### src/rtl/owbm_pkg.sv
// ----------------------------------------------------------------------------
// owbm_pkg: shared types, codes and CRC helpers
// Phase codes, item and result structs, and the CRC-8 step functions used by
// the single-wire backlight master.
// ----------------------------------------------------------------------------
package owbm_pkg;

  // Session phases
  typedef enum logic [2:0] {
    PH_IDLE = 3'd0,
    PH_PRE  = 3'd1,
    PH_LOW  = 3'd2,
    PH_TX   = 3'd3,
    PH_HOLD = 3'd4,
    PH_RX   = 3'd5,
    PH_TAIL = 3'd6
  } phase_t;

  // Item kinds
  localparam logic KIND_START = 1'b0;
  localparam logic KIND_TICK  = 1'b1;

  // Configuration register indexes
  localparam logic CFG_MAX_ATTEMPTS   = 1'b0;
  localparam logic CFG_PREAMBLE_TICKS = 1'b1;
  localparam int   CFG_DATA_W         = 7;

  // Register reset values
  localparam logic [2:0] MAX_ATTEMPTS_RST   = 3'd3;
  localparam logic [6:0] PREAMBLE_TICKS_RST = 7'd60;

  // Protocol constants
  localparam logic [7:0] CRC_INIT      = 8'hAC;
  localparam logic [7:0] CRC_POLY      = 8'h07;
  localparam logic [7:0] REQ_FLAG      = 8'h80;
  localparam logic [6:0] BRIGHT_MAX    = 7'd127;
  localparam logic [6:0] LOW_TICKS     = 7'd2;
  localparam logic [6:0] TX_BITS       = 7'd16;
  localparam int         RX_SHIFT_W    = 32;
  localparam int         RESP_DATA_W   = 24;
  localparam int         RESPONSE_BITS_DEF = 32;

  // One input word
  typedef struct packed {
    logic       kind;
    logic [7:0] brightness;
    logic       line_sample;
  } item_t;

  // One result word
  typedef struct packed {
    logic        drive_enable;
    logic        drive_level;
    logic        busy_res;
    logic        rejected;
    logic        done_res;
    logic        success;
    logic [23:0] response_data;
  } result_t;

  // Advance the CRC by one message bit, MSB first
  function automatic logic [7:0] crc8_bit(input logic [7:0] crc, input logic b);
    logic [7:0] r;
    r = {crc[6:0], 1'b0};
    if (crc[7] ^ b) begin
      r = r ^ CRC_POLY;
    end
    return r;
  endfunction

  // CRC of one byte from the initial value
  function automatic logic [7:0] crc8_byte(input logic [7:0] data);
    logic [7:0] crc;
    crc = CRC_INIT;
    for (int i = 7; i >= 0; i--) begin
      crc = crc8_bit(crc, data[i]);
    end
    return crc;
  endfunction

  // CRC after n leading zero bits (elaboration-time only)
  function automatic logic [7:0] crc8_zeros(input int n);
    logic [7:0] crc;
    crc = CRC_INIT;
    for (int i = 0; i < RX_SHIFT_W; i++) begin
      if (i < n) begin
        crc = crc8_bit(crc, 1'b0);
      end
    end
    return crc;
  endfunction

endpackage

### src/rtl/owbm_session.sv
// ----------------------------------------------------------------------------
// owbm_session: session sequencer of the single-wire master
// Holds the session state, advances it by one word on each step and forms
// the result word from the state after that step.
// ----------------------------------------------------------------------------
module owbm_session #(
  parameter int RESPONSE_BITS = owbm_pkg::RESPONSE_BITS_DEF
) (
  input  logic             clk,
  input  logic             rst,
  input  logic             step,
  input  owbm_pkg::item_t  item,
  input  logic [2:0]       max_attempts,
  input  logic [6:0]       preamble_ticks,
  output owbm_pkg::result_t res
);

  // Response bits that enter the check CRC, and the CRC after the zero pad
  localparam logic [6:0] RESP_BITS_W = 7'(RESPONSE_BITS);
  localparam logic [6:0] DATA_BITS_W = 7'(RESPONSE_BITS - 8);
  localparam logic [7:0] RX_CRC_INIT =
    owbm_pkg::crc8_zeros(owbm_pkg::RX_SHIFT_W - RESPONSE_BITS);

  owbm_pkg::phase_t phase, phase_next;
  logic [6:0]  tick_count, tick_count_next;
  logic [15:0] transmit_shift, transmit_shift_next;
  logic [31:0] receive_shift, receive_shift_next;
  logic [2:0]  attempt_count, attempt_count_next;
  logic [7:0]  rx_crc, rx_crc_next;

  logic        rej, done, ok;
  logic [6:0]  tick_inc;
  logic [2:0]  attempt_inc;
  logic [2:0]  limit;
  logic [6:0]  bright_sat;
  logic [7:0]  req;
  logic        en, lvl;

  assign tick_inc    = tick_count + 7'd1;
  assign attempt_inc = attempt_count + 3'd1;
  assign limit       = (max_attempts == 3'd0) ? 3'd1 : max_attempts;
  assign bright_sat  = item.brightness[7] ? owbm_pkg::BRIGHT_MAX : item.brightness[6:0];
  assign req         = {1'b0, bright_sat} | owbm_pkg::REQ_FLAG;

  // Next state
  always_comb begin
    phase_next          = phase;
    tick_count_next     = tick_count;
    transmit_shift_next = transmit_shift;
    receive_shift_next  = receive_shift;
    attempt_count_next  = attempt_count;
    rx_crc_next         = rx_crc;
    rej  = 1'b0;
    done = 1'b0;
    ok   = 1'b0;
    if (item.kind == owbm_pkg::KIND_START) begin
      if (phase != owbm_pkg::PH_IDLE) begin
        rej = 1'b1;
      end else begin
        transmit_shift_next = {req, owbm_pkg::crc8_byte(req)};
        attempt_count_next  = 3'd0;
        phase_next          = owbm_pkg::PH_PRE;
        tick_count_next     = 7'd0;
        receive_shift_next  = '0;
        rx_crc_next         = RX_CRC_INIT;
      end
    end else begin
      case (phase)
        owbm_pkg::PH_IDLE: begin
        end
        owbm_pkg::PH_PRE: begin
          if (tick_inc >= preamble_ticks) begin
            phase_next      = owbm_pkg::PH_LOW;
            tick_count_next = 7'd0;
          end else begin
            tick_count_next = tick_inc;
          end
        end
        owbm_pkg::PH_LOW: begin
          if (tick_inc >= owbm_pkg::LOW_TICKS) begin
            phase_next      = owbm_pkg::PH_TX;
            tick_count_next = 7'd0;
          end else begin
            tick_count_next = tick_inc;
          end
        end
        owbm_pkg::PH_TX: begin
          if (tick_inc >= owbm_pkg::TX_BITS) begin
            phase_next      = owbm_pkg::PH_HOLD;
            tick_count_next = 7'd0;
          end else begin
            tick_count_next = tick_inc;
          end
        end
        owbm_pkg::PH_HOLD: begin
          phase_next      = owbm_pkg::PH_RX;
          tick_count_next = 7'd0;
        end
        owbm_pkg::PH_RX: begin
          // Shift in the sample; the CRC sees only the data bits
          receive_shift_next = {receive_shift[30:0], item.line_sample};
          if (tick_count < DATA_BITS_W) begin
            rx_crc_next = owbm_pkg::crc8_bit(rx_crc, item.line_sample);
          end
          if (tick_inc >= RESP_BITS_W) begin
            phase_next      = owbm_pkg::PH_TAIL;
            tick_count_next = 7'd0;
          end else begin
            tick_count_next = tick_inc;
          end
        end
        owbm_pkg::PH_TAIL: begin
          tick_count_next = 7'd0;
          if (rx_crc == receive_shift[7:0]) begin
            done       = 1'b1;
            ok         = 1'b1;
            phase_next = owbm_pkg::PH_IDLE;
          end else begin
            attempt_count_next = attempt_inc;
            if (attempt_inc >= limit) begin
              done       = 1'b1;
              phase_next = owbm_pkg::PH_IDLE;
            end else begin
              // Retry: run the session again
              phase_next         = owbm_pkg::PH_PRE;
              receive_shift_next = '0;
              rx_crc_next        = RX_CRC_INIT;
            end
          end
        end
        default: begin
          phase_next = owbm_pkg::PH_IDLE;
        end
      endcase
    end
  end

  // Line drive after the step
  always_comb begin
    en  = 1'b1;
    lvl = 1'b1;
    case (phase_next)
      owbm_pkg::PH_LOW: begin
        lvl = 1'b0;
      end
      owbm_pkg::PH_TX: begin
        lvl = transmit_shift_next[~tick_count_next[3:0]];
      end
      owbm_pkg::PH_HOLD: begin
        lvl = transmit_shift_next[0];
      end
      owbm_pkg::PH_RX, owbm_pkg::PH_TAIL: begin
        en  = 1'b0;
        lvl = 1'b0;
      end
      default: begin
      end
    endcase
  end

  // Result word
  always_comb begin
    res.drive_enable  = en;
    res.drive_level   = lvl;
    res.busy_res      = (phase_next != owbm_pkg::PH_IDLE);
    res.rejected      = rej;
    res.done_res      = done;
    res.success       = ok;
    res.response_data = receive_shift_next[31:8];
  end

  // Session state registers
  always_ff @(posedge clk) begin
    if (rst) begin
      phase          <= owbm_pkg::PH_IDLE;
      tick_count     <= 7'd0;
      transmit_shift <= '0;
      receive_shift  <= '0;
      attempt_count  <= 3'd0;
      rx_crc         <= owbm_pkg::CRC_INIT;
    end else if (step) begin
      phase          <= phase_next;
      tick_count     <= tick_count_next;
      transmit_shift <= transmit_shift_next;
      receive_shift  <= receive_shift_next;
      attempt_count  <= attempt_count_next;
      rx_crc         <= rx_crc_next;
    end
  end

endmodule

### src/rtl/one_wire_backlight_master_core.sv
// ----------------------------------------------------------------------------
// one_wire_backlight_master_core: tick-driven single-wire backlight master
// Flow: a word accepted on s_* is held in the input register, then stepped and
// loaded into the m_* register once the output slot is free.
// Throughput: one word per cycle unless m_tready stalls the output; the step
// is a single pass of logic between the input register and the output register.
// Reset: synchronous rst returns the session to idle (line driven high),
// max_attempts to 3 and preamble_ticks to 60; no clearing pass.
// ----------------------------------------------------------------------------
module one_wire_backlight_master_core #(
  parameter int RESPONSE_BITS = owbm_pkg::RESPONSE_BITS_DEF
) (
  input  logic        clk,
  input  logic        rst,
  // Configuration write port
  input  logic        cfg_we,
  input  logic        cfg_index,
  input  logic [owbm_pkg::CFG_DATA_W-1:0] cfg_data,
  // Input stream
  input  logic        s_tvalid,
  output logic        s_tready,
  input  logic [15:0] s_tdata,   // [7:0] brightness, [8] line_sample, rest zero
  input  logic        s_tuser,   // [0] kind
  // Result stream
  output logic        m_tvalid,
  input  logic        m_tready,
  output logic [31:0] m_tdata    // [0] drive_enable, [1] drive_level, [2] busy_res,
                                 // [3] rejected, [4] done_res, [5] success,
                                 // [29:6] response_data, rest zero
);

  logic [2:0]        max_attempts;
  logic [6:0]        preamble_ticks;
  logic              in_valid;
  owbm_pkg::item_t   in_item;
  logic              advance;
  owbm_pkg::result_t res;

  // Configuration registers
  always_ff @(posedge clk) begin
    if (rst) begin
      max_attempts   <= owbm_pkg::MAX_ATTEMPTS_RST;
      preamble_ticks <= owbm_pkg::PREAMBLE_TICKS_RST;
    end else if (cfg_we) begin
      case (cfg_index)
        owbm_pkg::CFG_MAX_ATTEMPTS:   max_attempts   <= cfg_data[2:0];
        owbm_pkg::CFG_PREAMBLE_TICKS: preamble_ticks <= cfg_data[6:0];
        default: begin
        end
      endcase
    end
  end

  // Move the input word forward whenever the output slot is free
  assign advance  = in_valid && (!m_tvalid || m_tready);
  assign s_tready = !in_valid || advance;

  // Input register
  always_ff @(posedge clk) begin
    if (rst) begin
      in_valid <= 1'b0;
    end else if (s_tready) begin
      in_valid <= s_tvalid;
    end
  end

  always_ff @(posedge clk) begin
    if (s_tvalid && s_tready) begin
      in_item.kind        <= s_tuser;
      in_item.brightness  <= s_tdata[7:0];
      in_item.line_sample <= s_tdata[8];
    end
  end

  owbm_session #(
    .RESPONSE_BITS(RESPONSE_BITS)
  ) u_session (
    .clk           (clk),
    .rst           (rst),
    .step          (advance),
    .item          (in_item),
    .max_attempts  (max_attempts),
    .preamble_ticks(preamble_ticks),
    .res           (res)
  );

  // Output register
  always_ff @(posedge clk) begin
    if (rst) begin
      m_tvalid <= 1'b0;
    end else if (advance) begin
      m_tvalid <= 1'b1;
    end else if (m_tready) begin
      m_tvalid <= 1'b0;
    end
  end

  always_ff @(posedge clk) begin
    if (advance) begin
      m_tdata <= {2'b00, res.response_data, res.success, res.done_res, res.rejected,
                  res.busy_res, res.drive_level, res.drive_enable};
    end
  end

endmodule

### config.mk
export PLATFORM = sky130hd
export DESIGN_NAME = one_wire_backlight_master_core
export DESIGN_NICKNAME = d
export VERILOG_FILES = /design/src/rtl/owbm_pkg.sv /design/src/rtl/owbm_session.sv /design/src/rtl/one_wire_backlight_master_core.sv
export SDC_FILE = /design/constraint.sdc
export NUM_CORES = 1
export LEC_CHECK = 0
export BUFFER_PORTS_ARGS = -buffer_cell sky130_fd_sc_hd__buf_2
export CAP_MARGIN = 10
export CORE_MARGIN = 3
export CORE_UTILIZATION = 25
export DETAILED_ROUTE_END_ITERATION = 6
export HOLD_SLACK_MARGIN = 0.02
export PLACE_DENSITY_LB_ADDON = 0.3
export SYNTH_ARGS = -nofsm -noshare
export SYNTH_HDL_FRONTEND = slang
export SYNTH_SLANG_ARGS = --single-unit
### constraint.sdc
create_clock -name clk -period 6.05 [get_ports clk]
set_input_delay 0.9075 -clock clk [delete_from_list [all_inputs] [get_ports clk]]
set_output_delay 0.9075 -clock clk [all_outputs]
set_load 0.005 [all_outputs]
# Yosys cells after proc, flatten, opt, wreduce, memory -nomap -nowiden
# Cells that the tools add are included.
# totals
reg_bits,121
out_inout_bits,34
# classes
addsub,2
n_lt_le_gt_ge,7
eq_ne,20
n_mux,67
n_bitwise,18
n_reduce_logical,21
# op_table
cell,n
$mux W8,19
$mux W32,4
$pmux W32 S2,1
$mux W3,20
$mux W7,7
$pmux W7 S5,1
$mux W16,2
$not A3 Y3,8
$pmux W3 S7,1
$eq A3 B3 Y1 const B,6
$pmux W8 S2,1
$eq A3 B2 Y1 const B,4
$mux W1,9
$eq A8 B8 Y1,1
$xor A1 B1 Y1,8
$add A7 B1 Y7 const B,1
$ge A7 B2 Y1 const B,1
$ge A7 B5 Y1 const B,1
$ge A7 B6 Y1 const B,1
$ge A7 B7 Y1,1
$lt A7 B5 Y1 const B,1
$logic_not A3 Y1,2
$ne A3 B3 Y1 const B,2
$ne A6 B2 Y1 const B,1
24 further kinds,32

# Longest topological paths before layout
# Gate-level depths: netlist of the first run.
# logic_depth
word_depth,34
mapped_depth,14
ltp_nobuf,14

# Hierarchy
# A second synthesis of the first run with hierarchy kept.
# unflattened
cells_unflattened,662
hier_area_um2,6326.1
# by_module_without_submodules
mod,instances,cells_each,area_each_um2,seq_area_each_um2
owbm_session,1,568,4603.2,1381.3
one_wire_backlight_master_core,1,94,1722.9,1441.4

# Least setup slack after synthesis of the first run
# Ideal clock, no wire load.
# synth_path
kind,reg-to-reg
startpoint,register u_session.tick_count[1]
endpoint,register m_tdata[1] (data pin)
t_arrival_ns,3.032
setup_slack_ns,2.751
path_stages_with_launch,15
n_path_buf,0
period_less_slack_ns,3.299
cell_sequence,dfxtp_1 ha_1 nand2b_1 nand2_1 ha_1 nand2_1 o21ai_0 a31oi_1 a221o_1 a32o_2 a32o_1 mux2i_1 nand4_1 a211oi_1 a211oi_2
# synth_lines
element,line,rtl
from (decl),owbm_session.sv:25,"logic [6:0] tick_count, tick_count_next;"
from (signal assigned),owbm_session.sv:183,tick_count <= tick_count_next;
to (signal assigned),one_wire_backlight_master_core.sv:100,"m_tdata <= {2'b00, res.response_data, res.success, res.done_res, res.rejected,"
to (decl),one_wire_backlight_master_core.sv:27,output logic [31:0] m_tdata

==> qor.txt, run 1 <==
crit path DAT: 4.54 ns
cell family with most CP delay: compound AO/OA/AOI/OAI gates
type of origin of the critical path: register
Max Clock Skew: 0.01045 ns
FMAX: 228.3 MHz
share of total power in the clock network: 47.7%
Seq pwr share: 42.0%
vias in the first global route: 4615
CP required: 6.21 ns
Post-synth EDFFs: 40
critical-path cell list: ha_1 > nand2b_1 > nand2_1 > ha_1 > nand2_1 > o21ai_0 > a31oi_1 > a221o_1 > a32oi_1 > a211oi_1 > a21oi_1 > nand4_1 > a211oi_1 > a211oi_2
Global Route met2 Usage: 17.51%
CTS tree: yes
max_slew headroom: 40.05%
met3 GRT Util: 2.983%
Max Cap Viol: 0
final hold violations: 0
worst hold margin: 0.4619 ns
Hold Buf Count CTS: 0
worst-case reg-to-reg path depth: 14
Most Crowded Layer GR: met2
routed via count: 4872
layout cell share with drive strength beyond 1: 14.23%
Hold Crit Depth: 2
Total Wirelength: 14.18 mm
Die Y: 159.8 µm
P_sw: 589.6 µW
final slew viol count: 0
DPL Wire Length: 9.307 mm
CTS Buf Count: 17
initial antenna violation count: 0
GPL Wtd Cong: 0.7845
Post-DRT Antenna Nets: 0
grt met1 use: 15.26%
fin crit period: 4.381 ns
CTS sink cnt: 121
main area contributors after synthesis: dfxtp_1, edfxtp_1, nor2_1, nor3_1, nand2_1
syn avg cell area: 8.812 µm²
Die Wd: 159.8 µm
Post-Syn Area: 5913 µm²
pwr dens: 310.0 nW/µm²
total track usage: 11.23%
root buffer cell: clkbuf_16
largest net degree at the start of global routing: 82
status: finished, final reports clean
CP Capture Type: register
RSZ-0062 raised after global routing: false
commonest non-fill, non-tap cell in the layout: nor2_1
drt wl/cell: 13.77 µm
post-synth top area share: 27.42%
Peak VDD IR: 0.1773 mV
Crit Path Class: register to register
clk slew on worst S/H paths: 0.06 ns
Synth Flop Type: dfxtp_1
Crit path buffers/inverters: 0
worst slew pin tran: 0.8993 ns
I/O pins: 64
Worst path max stage delay: 0.76 ns
setup violators final: 0
Worst Hold Class: register to register
die area: 25530 µm²
Iter 0 DRT Violations: 266
Yosys top cell by area: dfxtp_1
CP max FO: 20
Core ar.: 22920 µm²
setup TNS: 0 ns
critical path's slowest cell: dfxtp_1
combinational share of power: 10.3%
Clk Latency, worst-skew pair: 0.42 ns
drc violations: 0
post-synthesis sequential area ratio: 47.74%
distinct cell type count after synthesis: 61
Net Sw Frac: 26.98%
global route total overflow: 0
Initial Utilization: 25.80%
row count: 55
number of synthesis warnings: 0
CTS max path bufs: 2
Synth Register Bits: 121
Layout Utilization: 30.77%
post-synthesis instance total: 671
CTS HTree Levels: 4
input/output buffers: 54
Int Power: 1.596 mW
Async SR Flop Fraction: 0%
Levels on crit path: 14
Tcrit/Tclk final: 72.41%
final-stage net count: 743
commonest non-fill, non-tap cells in the layout: nor2_1, dfxtp_1, nand2_1
Area Overhead vs Synth: 19.23%
Leak: 2.658 nW
routed vias/inst: 4.730
Antenna diodes: 0
CTS-repair resized insts: 0
setup bufs post-CTS: 0
drt pass-1 iters: 5
first-pass GRT wire length: 23.67 mm
==> per-layer routing <==
layer	wire length (µm)	part of all wire [%]
met5	0	0
met2	6565	46
met1	6842	48
met3	619	4.4
met4	156	1.1
==> per-stage QoR <==
stage                     total power [mW]  worst slack (ns)  std cells  instance area, µm²
after floorplan                      1.094             2.751        672                5917
after global placement               1.161             1.634        998                6444
after detailed placement             1.162             1.678        998                6444
after CTS                            2.222             1.669       1030                7051
after global routing                 2.288             1.210       1030                7051
final                                2.185             1.669       1030                7051
==> registers in the layout, indices dropped and copies added (netlist names) <==
name	flops
u_session.transmit_shift	16
m_tvalid	1
u_session.rx_crc	8
in_valid	1
u_session.phase	3
m_tdata	30
max_attempts	3
in_item	10
u_session.tick_count	7
u_session.attempt_count	3
u_session.receive_shift	32
preamble_ticks	7
==> final timing paths <==
kind / startpoint / endpoint / slack (ns)
worst min-delay path: preamble_ticks[1] / preamble_ticks[1] / 0.46
worst max register to register: u_session.tick_count[0] / m_tdata[1] / 1.67
worst min register to register: preamble_ticks[1] / preamble_ticks[1] / 0.46
worst max-delay path: u_session.tick_count[0] / m_tdata[1] / 1.67
==> power groups by stage <==
stage / Combinational (mW) / Clock (mW) / Sequential [mW]
floorplan: 0.174 / 0 / 0.921
global placement: 0.225 / 0 / 0.936
detailed placement: 0.226 / 0 / 0.936
CTS: 0.227 / 1.08 / 0.918
global route: 0.255 / 1.11 / 0.924
finish: 0.224 / 1.04 / 0.918
==> tightest hold or removal path: stages, from the launching register on <==
cell and delay, ns:
dfxtp_1 0.31, nand2_1 0.05, a21oi_1 0.05
==> area by class of cell <==
cell class	instances	area [µm²]
Fill cell	2425	15870
Multi-Input combinational cell	492	2865
Sequential cell	121	2823
Clock buffer	17	425.4
Tap cell	313	391.6
Timing Repair Buffer	61	322.8
Clock inverter	15	181.4
Inverter	11	41.29
==> cells in the mapped netlist (3+ instances only) <==
library cell,n
and3_1,10
xnor2_1,10
nor2_1,104
nor2b_1,5
a31oi_1,5
dfxtp_1,81
a311oi_1,3
a211oi_1,15
nor3_1,49
a211o_1,4
edfxtp_1,40
a22o_1,24
a21oi_1,39
nor4_1,4
or3_1,7
buf_4,3
nand3_1,31
o211ai_1,3
inv_1,11
o21bai_1,9
clkbuf_1,41
nand2b_1,12
ha_1,9
mux2i_1,8
o21ai_0,17
xor2_1,18
nand4_1,3
nand2_1,61
and2_1,4
==> cells by family (layout without fill, tap and decap cells) <==
logic type	count (synthesis)	in the layout	synth area share (%)
muxes	8	8	1.354
xor gates and xnor gates	28	28	4.147
other	1	2	0.06342
adders and majority gates	10	10	2.074
buffers and inverters	59	104	3.978
and+or+nand+nor	297	297	22.98
AOI/OAI and AO/OA	147	147	17.67
DFF	121	121	47.74
Note: power is estimated with default switching activity, not from simulation.
==> inputs of run 2 (changes only) <==
Clock period 6.05 ns to 3.7 ns, I/O delays scaled along.
==> qor.txt, run 2 (synthesized netlist as in run 1, its figures left out) <==
setup bufs post-CTS: 0 (unchanged)
CTS Buf Count: 17 (unchanged)
Max Cap Viol: 0 (unchanged)
fin crit period: 3.341 ns (was 4.381 ns)
CTS sink cnt: 121 (unchanged)
final-stage net count: 758 (was 743)
row count: 55 (unchanged)
Tcrit/Tclk final: 90.29% (was 72.41%)
Die Y: 159.8 µm (unchanged)
P_sw: 1.001 mW (was 589.6 µW)
drt pass-1 iters: 5 (unchanged)
biggest regs: u_session.receive_shift x32, m_tdata x30, u_session.transmit_shift x16 (unchanged)
routed via count: 4912 (was 4872)
final hold violations: 0 (unchanged)
final setup margin: 0.3592 ns (was 1.669 ns)
number of flip-flops in the largest register: 32 (unchanged)
FMAX: 299.3 MHz (was 228.3 MHz)
share of total power in the clock network: 46.1% (was 47.7%)
CTS HTree Levels: 4 (unchanged)
type of origin of the critical path: register (unchanged)
input/output buffers: 54 (unchanged)
RSZ-0062 raised after global routing: false (unchanged)
Max Clock Skew: 0.008169 ns (was 0.01045 ns)
Worst Hold Class: input pin to register (was register to register)
setup TNS: 0 ns (unchanged)
clk slew on worst S/H paths: 0.06 ns (about the same)
commonest non-fill, non-tap cell in the layout: nor2_1 (unchanged)
Initial Utilization: 25.80% (unchanged)
worst slew pin tran: 0.7995 ns (was 0.8993 ns)
GPL Wtd Cong: 0.8104 (was 0.7845)
CP required: 3.97 ns (was 6.21 ns)
Area Overhead vs Synth: 20.72% (was 19.23%)
Crit Path Class: register to register (unchanged)
CP max FO: 6 (was 20)
Iter 0 DRT Violations: 253 (was 266)
largest net degree at the start of global routing: 44 (was 82)
Clk Latency, worst-skew pair: 0.42 ns (about the same)
pwr dens: 489.6 nW/µm² (was 310.0 nW/µm²)
setup violators final: 0 (unchanged)
crit path DAT: 3.61 ns (was 4.54 ns)
commonest non-fill, non-tap cells in the layout: nor2_1, dfxtp_1, nand2_1 (unchanged)
root buffer cell: clkbuf_16 (unchanged)
max_slew headroom: 46.70% (was 40.05%)
CTS tree: yes (unchanged)
Post-DRT Antenna Nets: 0 (unchanged)
initial antenna violation count: 0 (unchanged)
Antenna diodes: 0 (unchanged)
DPL Wire Length: 9.573 mm (was 9.307 mm)
I/O pins: 64 (unchanged)
Die Wd: 159.8 µm (unchanged)
die area: 25530 µm² (unchanged)
Peak VDD IR: 0.2892 mV (was 0.1773 mV)
CP Capture Type: register (unchanged)
global route total overflow: 0 (unchanged)
Total Wirelength: 14.14 mm (was 14.18 mm)
final slew viol count: 0 (unchanged)
Net Sw Frac: 28.64% (was 26.98%)
layout cell share with drive strength beyond 1: 16.12% (was 14.23%)
routed vias/inst: 4.700 (was 4.730)
Seq pwr share: 42.9% (was 42.0%)
Int Power: 2.494 mW (was 1.596 mW)
first-pass GRT wire length: 23.59 mm (was 23.67 mm)
Reg with most FFs: u_session.receive_shift (unchanged)
Core ar.: 22920 µm² (unchanged)
status: finished, final reports clean (unchanged)
drt wl/cell: 13.53 µm (was 13.77 µm)
drc violations: 0 (unchanged)
Leak: 2.717 nW (was 2.658 nW)
DP Worst Slack: 0.2448 ns (was 1.678 ns)
combinational share of power: 11.1% (was 10.3%)
total track usage: 11.25% (was 11.23%)
vias in the first global route: 4657 (was 4615)
CTS max path bufs: 2 (unchanged)
run 2: path summary, 6_finish.rpt:
| kind | cells past startpoint | start | slack [ns] | to |
|---|---|---|---|---|
| worst max-delay path | 13 | u_session.tick_count[0] | 0.36 | m_tdata[1] |
| worst min-delay path | 1 | s_tdata[6] | 0.30 | in_item[7] |
| worst max register to register | 13 | u_session.tick_count[0] | 0.36 | m_tdata[1] |
| worst min register to register | 2 | preamble_ticks[0] | 0.46 | preamble_ticks[0] |
run 2: per-layer routing:
metal / up-vias / routed length, µm / track usage, %
li1: 2515 / - / -
met1: 2293 / 6737 / 14.91
met2: 89 / 6636 / 17.86
met3: 15 / 577 / 2.776
met4: 0 / 191 / 4.063
met5: - / 0 / 0
run 2: cell type report:
type,count,area [µm²]
well taps,313,391.6
fillers,2394,15780
clock inverters,15,147.6
repair buffers,76,435.4
inverters,11,41.29
clock buffers,17,425.4
flip-flops and latches,121,2823
multi-input cells,492,2874
run 2: worst max-delay path, stage by stage, from the launching register on:
cell	delay [ns]
dfxtp_1	0.33
ha_1	0.18
buf_4	0.14
nand3_1	0.12
xnor2_2	0.18
ha_1	0.30
a31oi_1	0.08
a221o_1	0.42
a32o_2	0.33
a32oi_2	0.32
o311ai_1	0.15
a311oi_1	0.30
a311oi_1	0.11
a211oi_2	0.22
run 2: power groups by stage:
stage | Sequential [mW] | Clock, mW | Combinational [mW]
after global placement | 1.53 | 0 | 0.387
final | 1.50 | 1.61 | 0.387
after detailed placement | 1.53 | 0 | 0.387
after floorplan | 1.51 | 0 | 0.284
after CTS | 1.50 | 1.67 | 0.389
after global routing | 1.51 | 1.71 | 0.436
run 2: per-stage QoR:
stage | hold slack (ns) | instances | instance area [µm²] | utilization (%) | power [mW]
after global placement | 0.4492 | 1013 | 6556 | 28.61 | 1.914
after global routing | 0.2922 | 1045 | 7138 | 31.15 | 3.657
after detailed placement | 0.4550 | 1013 | 6556 | 28.61 | 1.914
final | 0.3040 | 1045 | 7138 | 31.15 | 3.495
after floorplan | 0.4354 | 672 | 5917 | - | 1.790
after CTS | 0.2843 | 1045 | 7129 | 31.11 | 3.554
run 2: what timing repair did:
action	in CTS	in global routing
setup endpoints to repair	0	1
hold buffers	0	0
resized for setup	0	4
==> inputs of run 3 (changes only) <==
Settings changed: CTS_BUF_LIST set to sky130_fd_sc_hd__clkbuf_4.
==> qor.txt, run 3 (synthesized netlist as in run 1, its figures left out) <==
status: finished, final reports clean (unchanged)
P_sw: 922.3 µW (was 1.001 mW)
fin crit period: 3.347 ns (was 3.341 ns)
drt wl/cell: 13.48 µm (was 13.53 µm)
Net Sw Frac: 32.66% (was 28.64%)
Multi-input gate area: 2874 µm² (unchanged)
Worst Hold Class: input pin to register (unchanged)
final setup margin: 0.3527 ns (was 0.3592 ns)
Crit Path Class: register to register (unchanged)
setup violators final: 0 (unchanged)
final slew viol count: 0 (unchanged)
Seq pwr share: 53.0% (was 42.9%)
Reg area: 2823 µm² (unchanged)
biggest regs: u_session.receive_shift x32, m_tdata x30, u_session.transmit_shift x16 (unchanged)
first-pass GRT wire length: 23.39 mm (was 23.59 mm)
die area: 25530 µm² (unchanged)
commonest non-fill, non-tap cells in the layout: nor2_1, dfxtp_1, nand2_1 (unchanged)
Die Y: 159.8 µm (unchanged)
Int Power: 1.902 mW (was 2.494 mW)
routed vias/inst: 4.664 (was 4.700)
worst r2r src: u_session.tick_count[0] (unchanged)
row count: 55 (unchanged)
placed cells: 1013 (unchanged)
final-stage net count: 758 (unchanged)
input/output buffers: 54 (unchanged)
clk slew on worst S/H paths: 0.14 ns (was 0.06 ns)
I/O pins: 64 (unchanged)
total track usage: 11.14% (was 11.25%)
Max Clock Skew: 0.02262 ns (was 0.008169 ns)
type of origin of the critical path: register (unchanged)
setup bufs post-CTS: 0 (unchanged)
Post-DRT Antenna Nets: 0 (unchanged)
Antenna diodes: 0 (unchanged)
worst hold margin: 0.1570 ns (was 0.3040 ns)
share of total power in the clock network: 33.3% (was 46.1%)
Layout fillers: 2424 (was 2394)
FF-to-FF setup slack: 0.35 ns (was 0.36 ns)
setup TNS: 0 ns (unchanged)
combinational share of power: 13.7% (was 11.1%)
CP required: 4.13 ns (was 3.97 ns)
worst-case reg-to-reg path depth: 13 (unchanged)
initial antenna violation count: 0 (unchanged)
global route total overflow: 0 (unchanged)
Initial Utilization: 25.80% (unchanged)
final hold violations: 0 (unchanged)
Die Wd: 159.8 µm (unchanged)
hold wc startpoint: s_tdata[1] (was s_tdata[6])
Core ar.: 22920 µm² (unchanged)
worst slew pin tran: 0.7846 ns (was 0.7995 ns)
Tcrit/Tclk final: 90.47% (was 90.29%)
max_slew headroom: 47.70% (was 46.70%)
Area after DPL: 6556 µm² (unchanged)
DPL Wire Length: 9.573 mm (unchanged)
CTS max path bufs: 2 (unchanged)
GPL Wtd Cong: 0.8104 (unchanged)
FMAX: 298.7 MHz (was 299.3 MHz)
CTS tree: yes (unchanged)
Max Cap Viol: 0 (unchanged)
Iter 0 DRT Violations: 262 (was 253)
Reg with most FFs: u_session.receive_shift (unchanged)
post-route non-filler standard cell count: 1045 (unchanged)
Area Overhead vs Synth: 15.68% (was 20.72%)
Peak VDD IR: 0.1719 mV (was 0.2892 mV)
CP Capture Type: register (unchanged)
CTS sink cnt: 121 (unchanged)
vias in the first global route: 4607 (was 4657)
drc violations: 0 (unchanged)
Hold Buf Count CTS: 0 (unchanged)
Clk Latency, worst-skew pair: 0.57 ns (was 0.42 ns)
layout cell share with drive strength beyond 1: 16.12% (unchanged)
commonest non-fill, non-tap cell in the layout: nor2_1 (unchanged)
CTS-repair resized insts: 0 (unchanged)
DP Worst Slack: 0.2448 ns (unchanged)
number of flip-flops in the largest register: 32 (unchanged)
Total Wirelength: 14.09 mm (was 14.14 mm)
RSZ-0062 raised after global routing: false (unchanged)
pwr dens: 412.8 nW/µm² (was 489.6 nW/µm²)
routed via count: 4874 (was 4912)
Hold Path Sink: in_item[2] (was in_item[7])
CTS Buf Count: 17 (unchanged)
overall power: 2.824 mW (was 3.495 mW)
Layout Utilization: 29.85% (was 31.15%)
Finished Cell Area: 6840 µm² (was 7138 µm²)
Leak: 2.585 nW (was 2.717 nW)
CTS HTree Levels: 4 (unchanged)
largest net degree at the start of global routing: 44 (unchanged)
CP max FO: 6 (unchanged)
root buffer cell: clkbuf_4 (was clkbuf_16)
drt pass-1 iters: 4 (was 5)
reg2reg end: m_tdata[1] (unchanged)
Hold Crit Depth: 1 (unchanged)
crit path DAT: 3.77 ns (was 3.61 ns)
==> run 3: worst max-delay path, stage by stage (launching register included) <==
cell,delay (ns)
dfxtp_1,0.35
ha_1,0.18
buf_4,0.14
nand3_1,0.12
xnor2_2,0.19
ha_1,0.30
a31oi_1,0.08
a221o_1,0.42
a32o_2,0.33
a32oi_2,0.33
o311ai_1,0.15
a311oi_1,0.30
a311oi_1,0.11
a211oi_2,0.22
==> run 3: how the worst max path moves through the flow <==
stage | to | slack (ns) | cells after the start | startpoint
final | m_tdata[1] | 0.35 | 13 | u_session.tick_count[0]
after global routing | m_tdata[1] | 0.005 | 14 | u_session.tick_count[0]
after CTS | m_tdata[1] | 0.26 | 14 | u_session.tick_count[0]
after detailed placement | m_tdata[1] | 0.24 | 14 | u_session.tick_count[0]
after global placement | m_tdata[1] | 0.28 | 14 | u_session.tick_count[0]
after floorplan | m_tdata[1] | 0.40 | 14 | u_session.tick_count[1]
==> run 3: final cells by class <==
| cell class | instances | area share [%] |
|---|---|---|
| flip-flops and latches | 121 | 41.27 |
| clock inverters | 15 | 2.158 |
| inverters | 11 | 0.6036 |
| multi-input cells | 492 | 42.02 |
| repair buffers | 76 | 6.365 |
| clock buffers | 17 | 1.866 |
| well taps | 313 | 5.725 |
==> run 3: per-layer routing <==
| metal | GRT usage, % | vias to the layer above | part of all wire [%] |
|---|---|---|---|
| met5 | 0 | - | 0 |
| met4 | 2.998 | 0 | 1.0 |
| met3 | 3.165 | 11 | 4.1 |
| met2 | 17.70 | 85 | 47 |
| met1 | 14.90 | 2259 | 48 |
| li1 | - | 2519 | - |
==> run 3: power groups by stage <==
stage	Clock, mW	Sequential, mW	Combinational (mW)
detailed placement	0	1.53	0.387
global route	1.04	1.51	0.437
global placement	0	1.53	0.387
finish	0.940	1.50	0.387
CTS	0.983	1.50	0.389
floorplan	0	1.51	0.284
